**src/fpat_pkg.sv**
```systemverilog
// Shared types, constants and step tables for the flash page address translator.
// No dependencies; every other file imports this package.
package fpat_pkg;

  localparam int FlatW  = 32;
  localparam int ChW    = 8;
  localparam int IdxW   = 4;
  localparam int BlkW   = 12;
  localparam int PageW  = 10;
  localparam int SzW    = 39;
  localparam int CfgIdxW  = 8;
  localparam int CfgDataW = 16;

  // quotient widths of the successive divisions
  localparam int ChQ  = 32;
  localparam int SubQ = 5;
  localparam int BlkQ = 13;
  localparam int NumSteps = ChQ + 3 * SubQ + BlkQ;
  localparam int TrialW = SzW + FlatW + 1;

  localparam logic REQ_DECOMPOSE = 1'b0;
  localparam logic REQ_COMPOSE   = 1'b1;

  typedef enum logic [CfgIdxW-1:0] {
    REG_PPB = 8'd0,
    REG_BPP = 8'd1,
    REG_PPD = 8'd2,
    REG_DPC = 8'd3,
    REG_CPC = 8'd4
  } cfg_reg_t;

  typedef enum logic [2:0] {
    DIV_CHAN  = 3'd0,
    DIV_CHIP  = 3'd1,
    DIV_DIE   = 3'd2,
    DIV_PLANE = 3'd3,
    DIV_BLK   = 3'd4
  } div_sel_t;

  typedef struct packed {
    logic [SzW-1:0] chan;
    logic [SzW-1:0] chip;
    logic [SzW-1:0] die;
    logic [SzW-1:0] plane;
    logic [SzW-1:0] blk;
  } sizes_t;

  typedef struct packed {
    logic             req_type;
    logic [FlatW-1:0] flat;
    logic [ChW-1:0]   ch;
    logic [IdxW-1:0]  chip;
    logic [IdxW-1:0]  die;
    logic [IdxW-1:0]  plane;
    logic [BlkW-1:0]  block;
    logic [PageW-1:0] page;
    logic [FlatW-1:0] rem;
    logic [ChQ-1:0]   q_ch;
    logic [SubQ-1:0]  q_chip;
    logic [SubQ-1:0]  q_die;
    logic [SubQ-1:0]  q_plane;
    logic [BlkQ-1:0]  q_blk;
    logic [5:0][FlatW-1:0] prod;
  } pipe_t;

  function automatic div_sel_t step_sel(input int s);
    div_sel_t r;
    if (s < ChQ) r = DIV_CHAN;
    else if (s < ChQ + SubQ) r = DIV_CHIP;
    else if (s < ChQ + 2 * SubQ) r = DIV_DIE;
    else if (s < ChQ + 3 * SubQ) r = DIV_PLANE;
    else r = DIV_BLK;
    return r;
  endfunction

  function automatic int step_shift(input int s);
    int r;
    if (s < ChQ) r = ChQ - 1 - s;
    else if (s < ChQ + SubQ) r = ChQ + SubQ - 1 - s;
    else if (s < ChQ + 2 * SubQ) r = ChQ + 2 * SubQ - 1 - s;
    else if (s < ChQ + 3 * SubQ) r = ChQ + 3 * SubQ - 1 - s;
    else r = NumSteps - 1 - s;
    return r;
  endfunction

endpackage

```
**src/fpat_cfg_if.sv**
```systemverilog
// Configuration write channel: valid/ready, register index and write data.
// Depends on fpat_pkg for widths.
interface fpat_cfg_if;
  import fpat_pkg::*;
  logic                valid;
  logic                ready;
  logic [CfgIdxW-1:0]  index;
  logic [CfgDataW-1:0] data;
  modport source (output valid, index, data, input ready);
  modport sink (input valid, index, data, output ready);
endinterface

```
**src/fpat_cfg.sv**
```systemverilog
// Geometry registers and the registered multiply chain that forms the unit sizes.
// Depends on fpat_pkg and fpat_cfg_if.
module fpat_cfg (
  input  logic             clk,
  input  logic             rst,
  fpat_cfg_if.sink         cfg,
  output fpat_pkg::sizes_t sizes,
  output logic             settled
);
  import fpat_pkg::*;

  logic [10:0] ppb;
  logic [12:0] bpp;
  logic [4:0]  ppd;
  logic [4:0]  dpc;
  logic [4:0]  cpc;
  logic [10:0] blk_sz;
  logic [23:0] plane_sz;
  logic [28:0] die_sz;
  logic [33:0] chip_sz;
  logic [38:0] chan_sz;
  logic [2:0]  settle;

  assign cfg.ready = 1'b1;

  always_ff @(posedge clk) begin
    if (rst) begin
      ppb    <= 11'd64;
      bpp    <= 13'd2048;
      ppd    <= 5'd2;
      dpc    <= 5'd1;
      cpc    <= 5'd4;
      settle <= 3'd5;
    end else if (cfg.valid) begin
      settle <= 3'd5;
      case (cfg.index)
        REG_PPB: ppb <= cfg.data[10:0];
        REG_BPP: bpp <= cfg.data[12:0];
        REG_PPD: ppd <= cfg.data[4:0];
        REG_DPC: dpc <= cfg.data[4:0];
        REG_CPC: cpc <= cfg.data[4:0];
        default: ;
      endcase
    end else if (settle != 3'd0) begin
      settle <= settle - 3'd1;
    end
  end

  // zero counts as one; one multiply per register after the block size
  always_ff @(posedge clk) begin
    blk_sz   <= (ppb == 11'd0) ? 11'd1 : ppb;
    plane_sz <= 24'(blk_sz) * 24'((bpp == 13'd0) ? 13'd1 : bpp);
    die_sz   <= 29'(plane_sz) * 29'((ppd == 5'd0) ? 5'd1 : ppd);
    chip_sz  <= 34'(die_sz) * 34'((dpc == 5'd0) ? 5'd1 : dpc);
    chan_sz  <= 39'(chip_sz) * 39'((cpc == 5'd0) ? 5'd1 : cpc);
  end

  assign sizes.blk   = SzW'(blk_sz);
  assign sizes.plane = SzW'(plane_sz);
  assign sizes.die   = SzW'(die_sz);
  assign sizes.chip  = SzW'(chip_sz);
  assign sizes.chan  = chan_sz;
  assign settled     = (settle == 3'd0);

endmodule

```
**src/flat_wrapper.sv**
```systemverilog
// flat-port wrapper written by rule: the top's interface ports become plain ports
module fpat_cfg_flat import fpat_pkg::*;
  (clk, rst, sizes, settled, cfg_valid, cfg_index, cfg_data, cfg_ready);
  fpat_cfg_if cfg_i ();
  input  logic clk;
  input  logic rst;
  output fpat_pkg::sizes_t sizes;
  output logic settled;
  input wire logic [$bits(cfg_i.valid)-1:0] cfg_valid;
  input wire logic [$bits(cfg_i.index)-1:0] cfg_index;
  input wire logic [$bits(cfg_i.data)-1:0] cfg_data;
  output wire logic [$bits(cfg_i.ready)-1:0] cfg_ready;
  assign cfg_i.valid = cfg_valid;
  assign cfg_i.index = cfg_index;
  assign cfg_i.data = cfg_data;
  assign cfg_ready = cfg_i.ready;
  fpat_cfg u_core (.clk(clk), .rst(rst), .cfg(cfg_i), .sizes(sizes), .settled(settled));
endmodule
```
**config.mk**
```make
export PLATFORM = sky130hd
export DESIGN_NAME = fpat_cfg_flat
export DESIGN_NICKNAME = d
export VERILOG_FILES = /design/src/fpat_pkg.sv /design/src/fpat_cfg_if.sv /design/src/fpat_cfg.sv /design/src/flat_wrapper.sv
export SDC_FILE = /design/constraint.sdc
export NUM_CORES = 1
export LEC_CHECK = 0
export ABC_AREA = 1
export BUFFER_PORTS_ARGS = -buffer_cell sky130_fd_sc_hd__buf_2
export CAP_MARGIN = 20
export CORE_MARGIN = 4
export CORE_UTILIZATION = 55
export DETAILED_ROUTE_END_ITERATION = 12
export GPL_ROUTABILITY_DRIVEN = 1
export PLACE_DENSITY = 0.86
export SLEW_MARGIN = 20
export SYNTH_ARGS = -nofsm -noshare
export SYNTH_HDL_FRONTEND = slang
export SYNTH_SLANG_ARGS = --single-unit
```
**constraint.sdc**
```tcl
create_clock -name clk -period 6.93 [get_ports clk]
set_input_delay 0.3465 -clock clk [delete_from_list [all_inputs] [get_ports clk]]
set_output_delay 0.3465 -clock clk [all_outputs]
set_load 0.02 [all_outputs]
```
==> key figures <==
Synth
  – Complex-gate fraction of the synthesized area: between 6 and 7%
  – Synth area leader: fa_1
  – Cell count after synthesis: 3,479
  – Yosys warnings: 0
  – Mean Syn Cell Area: 7.04 µm²
  – Top_reg_cell synth: dfxtp_1
  – Sequential-to-total area share from yosys stat: 14.6%
  – EDFF count, synth: 0
  – Number of synthesized register bits: 179
  – Combinational family with the most area after synthesis: adder cells
  – Mux contribution to synthesized area: 0%
  – Synth top area share: 27.9%
  – Post-synthesis adder-cell area fraction: ~38%
  – Main area contributors after synthesis: fa_1 (28%), nand2_1 (16%), dfxtp_1 (15%), inv_1 (13%), ha_1 (9.7%)
  – Synthesized area: between 0.02 and 0.025 mm²
  – Synth Area in XOR/XNOR: roughly 2.3%
  – Simple-Gate Fraction of Synth Area: 23.0%
  – Asr flop ratio synth: 0%
  – Count of cell types in the netlist: 37

STA
  – RSZ-0062 raised after global routing: no
  – Highest clock rate: between 150 and 200 MHz
  – Slew headroom: 27.5%
  – Hold slack: between 0.08 and 0.09 ns
  – Final worst path period share: 80.9%
  – Max-slew violations: 0
  – Final Setup Violations: 0
  – Fin. Hold Viols: 0
  – Final Critical Period: 5.60 ns
  – Worst Tran Pin Value: 1.09 ns
  – Final WS setup: around 1.3 ns
  – Final Skew: 0.0141 ns
  – Fin Setup TNS: 0 ns

Cells and area
  – Layout cell share with drive strength beyond 1: under 10%
  – Filler cells: between 4,000 and 5,000
  – Finished Cell Area: 0.0262 mm²
  – Net count of the finished layout: 4,132
  – Core Util, Final: 59.4%
  – Syn-to-layout area delta: 6.86%
  – Area of the multi-input gates: between 0.015 and 0.02 mm²
  – Diode count: 0
  – Most frequent cells in the layout: nand2_1 (1,020), inv_1 (834), fa_1 (341)
  – Commonest non-fill, non-tap cell in the layout: nand2_1
  – Register Area: 0.00359 mm²

Clocking
  – Post_cts resized: 0
  – Reg clk slew, reported paths: 0.08 ns
  – CTS tree: done
  – Clock buffer depth: 2
  – Worst-Skew Late Latency: 0.49 ns
  – H-tree lvl count: 4
  – TritonCTS Sinks: 179
  – CTS Root Cell: clkbuf_16
  – CTS Buf Count: 17
  – Post-cts hold buffer count: 0
  – Post-CTS setup buffer count: 0

Global routing
  – Gr ovfl total: 0
  – First-pass GRT wire length: 101,000 µm
  – Pin count of the biggest net entering global routing: 40
  – Vias in the first global route: 21,800
  – Initial antenna violation count: 0
  – Gr usage total: 25.7%

Setup path
  – CP required: 7.32 ns
  – FF-to-FF Start: u_core.bpp[6]$_SDFFE_PP0P_
  – WP buf/inv: 3
  – R2R setup slack: ~1.3 ns
  – Slowest CP cell: fa_1
  – Worst setup EP type: flop
  – CP top delay family: adder cells
  – Crit path top cell by count: nand2_1
  – WS Path Type: flop to flop
  – R2R depth: 21
  – Worst R2R End: u_core.plane_sz[21]$_DFF_P_
  – Startpoint types: flop
  – Maximum fanout along the worst path: 13
  – CP max stage delay: 0.55 ns
  – CP arrival: 6.00 ns
  – Crit-path cells: nor4_1, nand4_1, nand2_1, nand2_1, fa_1, fa_1, inv_1, fa_1, fa_1, inv_1, fa_1, inv_1, ha_1, a21oi_1, o21ai_0, a21oi_1, nand2_1, nand2_1, nand2_1, nand2_1, nand2_1

Place
  – PortBufs: 161
  – Placed cell areas: 0.0255 mm²
  – Post-DP HPWL: 48,600 µm
  – RePlAce Congestion: 0.933
  – Dpl ws: 1.47 ns

Floorplanning
  – Io pins: ~220
  – Core ar.: between 0.04 and 0.05 mm²
  – Full die area: 0.0480 mm²
  – Die Span Y: between 200 and 250 µm
  – Initial core utilization: 55.5%
  – Die X: 219 µm
  – Row count: 77

Pwr
  – Max VDD drop: roughly 0.15 mV
  – Static Leak: about 16 nW
  – PwrDens: 81.7 mW/mm²

Route
  – Uppermost routed layer: met4
  – Met1 Wirelength: between 20,000 and 25,000 µm
  – Met3 Wirelength: around 3700 µm
  – Vias post-DR: 21,200
  – Routed length per placed instance: between 10 and 15 µm
  – DR vias/cell: 5.07
  – Routed length on met2: between 20,000 and 30,000 µm
  – DRC: 0
  – Routed WL: 58,700 µm
  – First drt pass iteration count: 5
  – Antenna Violating Nets Remaining: 0
  – DR iter-0 viols: 1,389

Job
  – Maxcap violations: 0

Worst hold path
  – Hold_sp: cfg_data[11]
  – Min-Delay Path Class: primary input to flop
  – Worst Hold End: u_core.bpp[11]$_SDFFE_PP1P_
  – Hold Crit Depth: 3

Run status
  – Outcome: complete, no violations
==> power breakdown <==
group / internal, mW / switching, mW
Sequential: 1.03 / 0.00592
Combinational: 0.0162 / 0.0576
Clock: 0.527 / 0.502
==> how the worst max path moves through the flow <==
stage | start | slack [ns] | cells past startpoint | endpoint
5_1_grt | u_core.bpp[6]$_SDFFE_PP0P_ | 0.98 | 21 | u_core.plane_sz[21]$_DFF_P_
4_1_cts | u_core.bpp[6]$_SDFFE_PP0P_ | 1.40 | 21 | u_core.plane_sz[21]$_DFF_P_
6_report | u_core.bpp[6]$_SDFFE_PP0P_ | 1.33 | 21 | u_core.plane_sz[21]$_DFF_P_
3_3_place_gp | u_core.bpp[5]$_SDFFE_PP0P_ | 1.56 | 21 | u_core.plane_sz[17]$_DFF_P_
3_5_place_dp | u_core.bpp[6]$_SDFFE_PP0P_ | 1.47 | 21 | u_core.plane_sz[21]$_DFF_P_
2_1_floorplan | u_core.bpp[5]$_SDFFE_PP0P_ | 2.18 | 21 | u_core.plane_sz[21]$_DFF_P_
==> state kept, by name (all words and copies together), names as in the netlist <==
signal,flops
u_core.chan_sz,39
u_core.chip_sz,34
u_core.die_sz,29
u_core.plane_sz,24
u_core.bpp,13
u_core.blk_sz,11
u_core.ppb,11
u_core.cpc,5
u_core.dpc,5
u_core.ppd,5
u_core.settle,3
==> logic make-up after synthesis <==
logic type,count (synthesis)
AND/OR/NAND/NOR,1418
buffers and inverters,983
adder cells (fa/ha/maj),531
AO/OA/AOI/OAI,301
flip-flops,179
XOR/XNOR,65
other,2
==> through the flow <==
stage,cells,total power [mW]
after global routing,4179,2.21
final,4179,2.14
after detailed placement,4146,1.13
after CTS,4178,2.16
after floorplan,3536,1.14
after global placement,4146,1.13
==> synth_stat cells, drive strengths merged, types with 2 or more instances <==
master and n:
clkbuf 77, conb 2, nand4 27, a31oi 4, a21oi 159, nand3b 4, fa 341, nand3 86
and2 5, xnor2 15, inv 835, o21a 3, nor3 34, nand2 1022, nor4 4, ha 190
xor2 50, a21boi 10, nor2 234, o211ai 5, buf 70, o21ai 106, dfxtp 179, o21bai 12
==> metal layers <==
metal / global-route usage, % / vias to the layer above
met1: 31.8 / 10000
met5: 0 / -
met4: 10.4 / 0
li1: - / 10400
met2: 44.5 / 666
met3: 4.33 / 121
==> cell type report <==
type,instances,share of cell area [%]
inverter,836,12.0
sequential,179,13.7
multi-input combinational,2374,65.8
clock inverter,15,0.784
tap,592,2.83
clock buffer,17,1.62
timing repair buffer,166,3.30
==> worst register-to-register path, cell delays in order, from the launching register on <==
cell	delay, ns
dfxtp_1	0.52
nor4_1	0.34
nand4_1	0.34
nand2_1	0.23
nand2_1	0.09
fa_1	0.49
fa_1	0.50
inv_1	0.06
fa_1	0.52
fa_1	0.55
inv_1	0.06
fa_1	0.53
inv_1	0.04
ha_1	0.34
a21oi_1	0.22
o21ai_0	0.12
a21oi_1	0.14
nand2_1	0.14
nand2_1	0.11
nand2_1	0.06
nand2_1	0.07
nand2_1	0.04
(Power assumes the default switching activity.)
